===== config.mk =====
export PLATFORM = sky130hd
export DESIGN_NAME = sscm_cell
export DESIGN_NICKNAME = d
export VERILOG_FILES = /design/src/hw/rtl/sscm_pkg.sv /design/src/hw/rtl/sscm_cell.sv
export SDC_FILE = /design/constraint.sdc
export NUM_CORES = 1
export LEC_CHECK = 0
export BUFFER_PORTS_ARGS = -buffer_cell sky130_fd_sc_hd__buf_2
export CAP_MARGIN = 20
export CORE_AREA = 2 2 39 41
export DETAILED_ROUTE_END_ITERATION = 10
export DIE_AREA = 0 0 41 43
export MAX_ROUTING_LAYER = met4
export PLACE_DENSITY = 0.83
export SLEW_MARGIN = 20
export SYNTH_ARGS = -nofsm -noshare
export SYNTH_HDL_FRONTEND = slang
export SYNTH_SLANG_ARGS = --single-unit
export TNS_END_PERCENT = 1

===== constraint.sdc =====
create_clock -name vclk -period 13.83
set_clock_uncertainty 0.05 [all_clocks]
set_input_delay 2.0745 -clock vclk [all_inputs]
set_output_delay 2.0745 -clock vclk [all_outputs]
set_load 0.02 [all_outputs]

===== src/hw/rtl/sscm_pkg.sv =====
// ----------------------------------------------------------------------------
// sscm_pkg: shared types and constants of the supersequence merge block
// Item structs, function codes, trace directions and sequencer states.
// ----------------------------------------------------------------------------
package sscm_pkg;

  localparam int unsigned MaxLenDefault = 64;

  typedef enum logic [1:0] {
    FUNC_BASE  = 2'd0,
    FUNC_PATH  = 2'd1,
    FUNC_FETCH = 2'd2
  } func_e;

  typedef enum logic [1:0] {
    PH_BASE  = 2'd0,
    PH_PATH  = 2'd1,
    PH_READY = 2'd2
  } phase_e;

  typedef enum logic [1:0] {
    DIR_SKIP  = 2'd0,
    DIR_INS   = 2'd1,
    DIR_MATCH = 2'd2
  } dir_e;

  typedef enum logic [3:0] {
    ST_IDLE,
    ST_ROW0,
    ST_DP_ROW,
    ST_DP_RD,
    ST_DP_WR,
    ST_BT_START,
    ST_BT_RD,
    ST_BT_DEC,
    ST_FIN_RD,
    ST_FIN_WR,
    ST_FETCH_OUT
  } state_e;

  typedef struct packed {
    logic [1:0]  func;
    logic [31:0] node_id;
    logic        seq_last;
  } in_t;

  typedef struct packed {
    logic [31:0] merged_id;
    logic        merged_last;
    logic        fetch_status;
  } out_t;

endpackage


===== src/hw/rtl/sscm_cell.sv =====
// ----------------------------------------------------------------------------
// sscm_cell: DP cell evaluation unit
// Picks the cheapest of skip, insert and match; ties keep the earlier choice.
// ----------------------------------------------------------------------------
module sscm_cell #(
  parameter int unsigned SW = 7
) (
  input  logic [SW-1:0]       above_i,
  input  logic [SW-1:0]       left_i,
  input  logic [SW-1:0]       diag_i,
  input  logic                eq_i,
  output logic [SW-1:0]       best_o,
  output sscm_pkg::dir_e      dir_o
);
  import sscm_pkg::*;

  logic [SW-1:0] ins_cost;
  logic [SW-1:0] best1;
  dir_e          dir1;

  assign ins_cost = left_i + SW'(1);

  always_comb begin
    best1 = above_i;
    dir1  = DIR_SKIP;
    if (ins_cost < above_i) begin
      best1 = ins_cost;
      dir1  = DIR_INS;
    end
    best_o = best1;
    dir_o  = dir1;
    if (eq_i && (diag_i < best1)) begin
      best_o = diag_i;
      dir_o  = DIR_MATCH;
    end
  end

endmodule


==> flow_metrics.tcl <==
set metrics [dict create \
    pre_cts_ws_ns 5.59 \
    required_ns 11.71 \
    via_per_inst 5.45 \
    fin_hold_ws_ns 4.45 \
    path_max_fanout 9 \
    antenna_left 0 \
    instances_no_fill 119 \
    finalNetCount 140 \
    critPathKind "input port to output port" \
    seq_area_um2 0 \
    seq_area_frac_synth 0 \
    hold_viol 0 \
    synthSimpleGateAreaFrac 0.117 \
    yosys.cell_types.count 28 \
    start_kind "input port" \
    path_cells "buf_2 > ha_1 > nand3_1 > nor2_1 > xor2_1 > ha_1 > a21oi_1 > o221a_1 > mux2i_1 > ha_1 > a211o_1 > o211ai_2 > nand4b_1 > o311ai_4 > mux2i_1 > buf_2" \
    final-setup-viol-count 0 \
    yosysTopAreaCellShare 0.266 \
    drt_pass1_iterations 3 \
    drc 0 \
    drt_iter0_markers 6 \
    max_freq_ghz 0.121 \
    ios 31 \
    layout_min_cycle_time_ns 8.23 \
    min_path_type "input port to output port" \
    grt_setup_unrepaired "false" \
    synthXorXnorAreaFrac 0.0717 \
    worst_path_most_repeated_cell "ha_1" \
    max_stage_delay_ns 0.56 \
    routedWlPerCell_um 11.7 \
    crit_path_end_kind "output port" \
    slew_headroom 0.632 \
    grt_usage 0.186 \
    grt_max_degree 10 \
    synth-compound-area-share 0.232 \
    power_uw 45.0 \
    worstSetupStartpoint "left_i[0]" \
    min_path_cells 4 \
    synth_area_um2 611 \
    rows 14 \
    synth_fp_nets 108 \
    fp.dieArea_mm2 0.00176 \
    drive_gt1_frac 0.320 \
    grt_pass1_wl_um 2420 \
    power.ir.vdd_worst_mv 0.0313 \
    tightest_slew_ns 0.552 \
    drv_slew 0 \
    post_cts_resized 0 \
    core_area_mm2 0.00138 \
    cts_setup_buffers 0 \
    die_h_um 43 \
    arrival_ns 6.11 \
    syn_avg_cell_area_um2 8.36 \
    wirelength_um 1390 \
    dp.final_hpwl_um 1260 \
    setup_slack_ns 5.60 \
    synth_top_area_cell "ha_1" \
    power_density_mw_per_mm2 58.1 \
    synth_top_family_by_area "adder cells" \
    syn_to_final_growth_pct 26.8 \
    status "finished, final reports clean" \
    ys_warn_count 0 \
    grt_pass1_vias 627 \
    vias 648 \
    nFlopsAndLatches 0 \
    synthMuxAreaShare 0.215 \
    place_inst 119 \
    gp_congestion 0.772 \
    cpMaxStageDelayCell "o221a_1" \
    io_buffers 31 \
    fillers 128 \
    n_clock_buffer 0 \
    maxCapViolCount 0 \
    post-route-period-util 0.595 \
    holdBufCountCts 0 \
    die_w_um 41 \
    hp-start "diag_i[4]" \
    synthCells 73 \
    hold-path-endpoint "best_o[4]" \
    yosys-top-cells-area "ha_1 27%, mux2i_1 20%, inv_1 8.0%, o311ai_4 4.3%, xor2_1 4.3%" \
    synth_fa_ha_area_frac 0.266 \
    p_leak_uw 0.000463 \
    start_util 0.441 \
    antenna_found_initial 0 \
    gr-total-overflow 0 \
    fin_setup_tns_ns 0 \
    diodes 0 \
]
==> placed cells by master (no fill, tap or decap) <==
cell type	netlist	routed
o211a_1	1	1
a211oi_1	1	1
a31oi_1	1	1
o311ai_4	1	1
o211ai_1	1	1
xnor2_1	2	2
o211ai_2	1	1
nand4b_1	2	2
a211o_1	1	1
xor2_1	3	3
nor2_1	1	1
buf_2	0	31
mux2i_1	12	12
nand2_1	3	3
nand3_1	2	2
o2111a_1	1	1
a21o_1	1	1
o21ai_0	1	1
and3_1	1	1
and4_1	1	1
o21a_1	1	1
nor3b_1	1	1
o221a_1	1	1
ha_1	13	13
mux2_1	1	1
nand4_1	1	1
inv_1	13	13
a21oi_1	4	4
==> through the flow <==
| stage | area (um2) | utilization |
|---|---|---|
| CTS | 774 | 0.560 |
| global route | 774 | 0.560 |
| finish | 774 | 0.560 |
| floorplan | 611 | - |
| global placement | 774 | 0.560 |
| detailed placement | 774 | 0.560 |
==> layout make-up <==
cell class,count,area (um2),share of cell area
multi-input cells,59,551,0.711
inverters,13,48.8,0.0630
well taps,16,20.0,0.0258
repair buffers,31,155,0.200
==> synthesized netlist by cell type, drive strengths merged, types with 2 or more instances <==
cell type and instances:
nand2 3, xor2 3, inv 13, xnor2 2, mux2i 12, nand4b 2, a21oi 4, o211ai 2
ha 13, nand3 2
==> power breakdown <==
part,leakage (uW),internal (uW),switching (uW)
Sequential,0,0,0
Combinational,0.000463,19.1,25.8
Clock,0,0,0
==> how the worst max path moves through the flow <==
stage          cells after the start        end  slack [ns]
3_5_place_dp                      16  best_o[6]        5.59
4_1_cts                           15  best_o[6]        5.57
5_1_grt                           15  best_o[1]        5.20
2_1_floorplan                     15  best_o[1]        6.15
6_report                          16  best_o[6]        5.60
3_3_place_gp                      15  best_o[6]        5.70
==> critical path, delay by kind of cell <==
kind | cells | cell delay [ns]
AND/OR/NAND/NOR | 3 | 0.51
buffers and inverters | 2 | 0.33
AO/OA/AOI/OAI | 5 | 1.68
multiplexers | 2 | 0.55
adder cells (fa/ha/maj) | 3 | 0.75
XOR/XNOR | 1 | 0.21
==> metal layers <==
metal  global-route usage  vias up  wire length, um
met1                0.225      296              565
li1                     -      333                -
met5                    -        -                0
met4              0.00667        0                0
met2                0.344       19              739
met3                    0        0               88
==> cell families (layout without fill, tap and decap cells) <==
family,count (synthesis),count (layout)
mux,13,13
buf+inv,14,44
simple gates,12,12
compound gates,16,16
fa+ha+maj,13,13
xor+xnor,5,5
No activity file was read; power rests on OpenSTA's default activity.
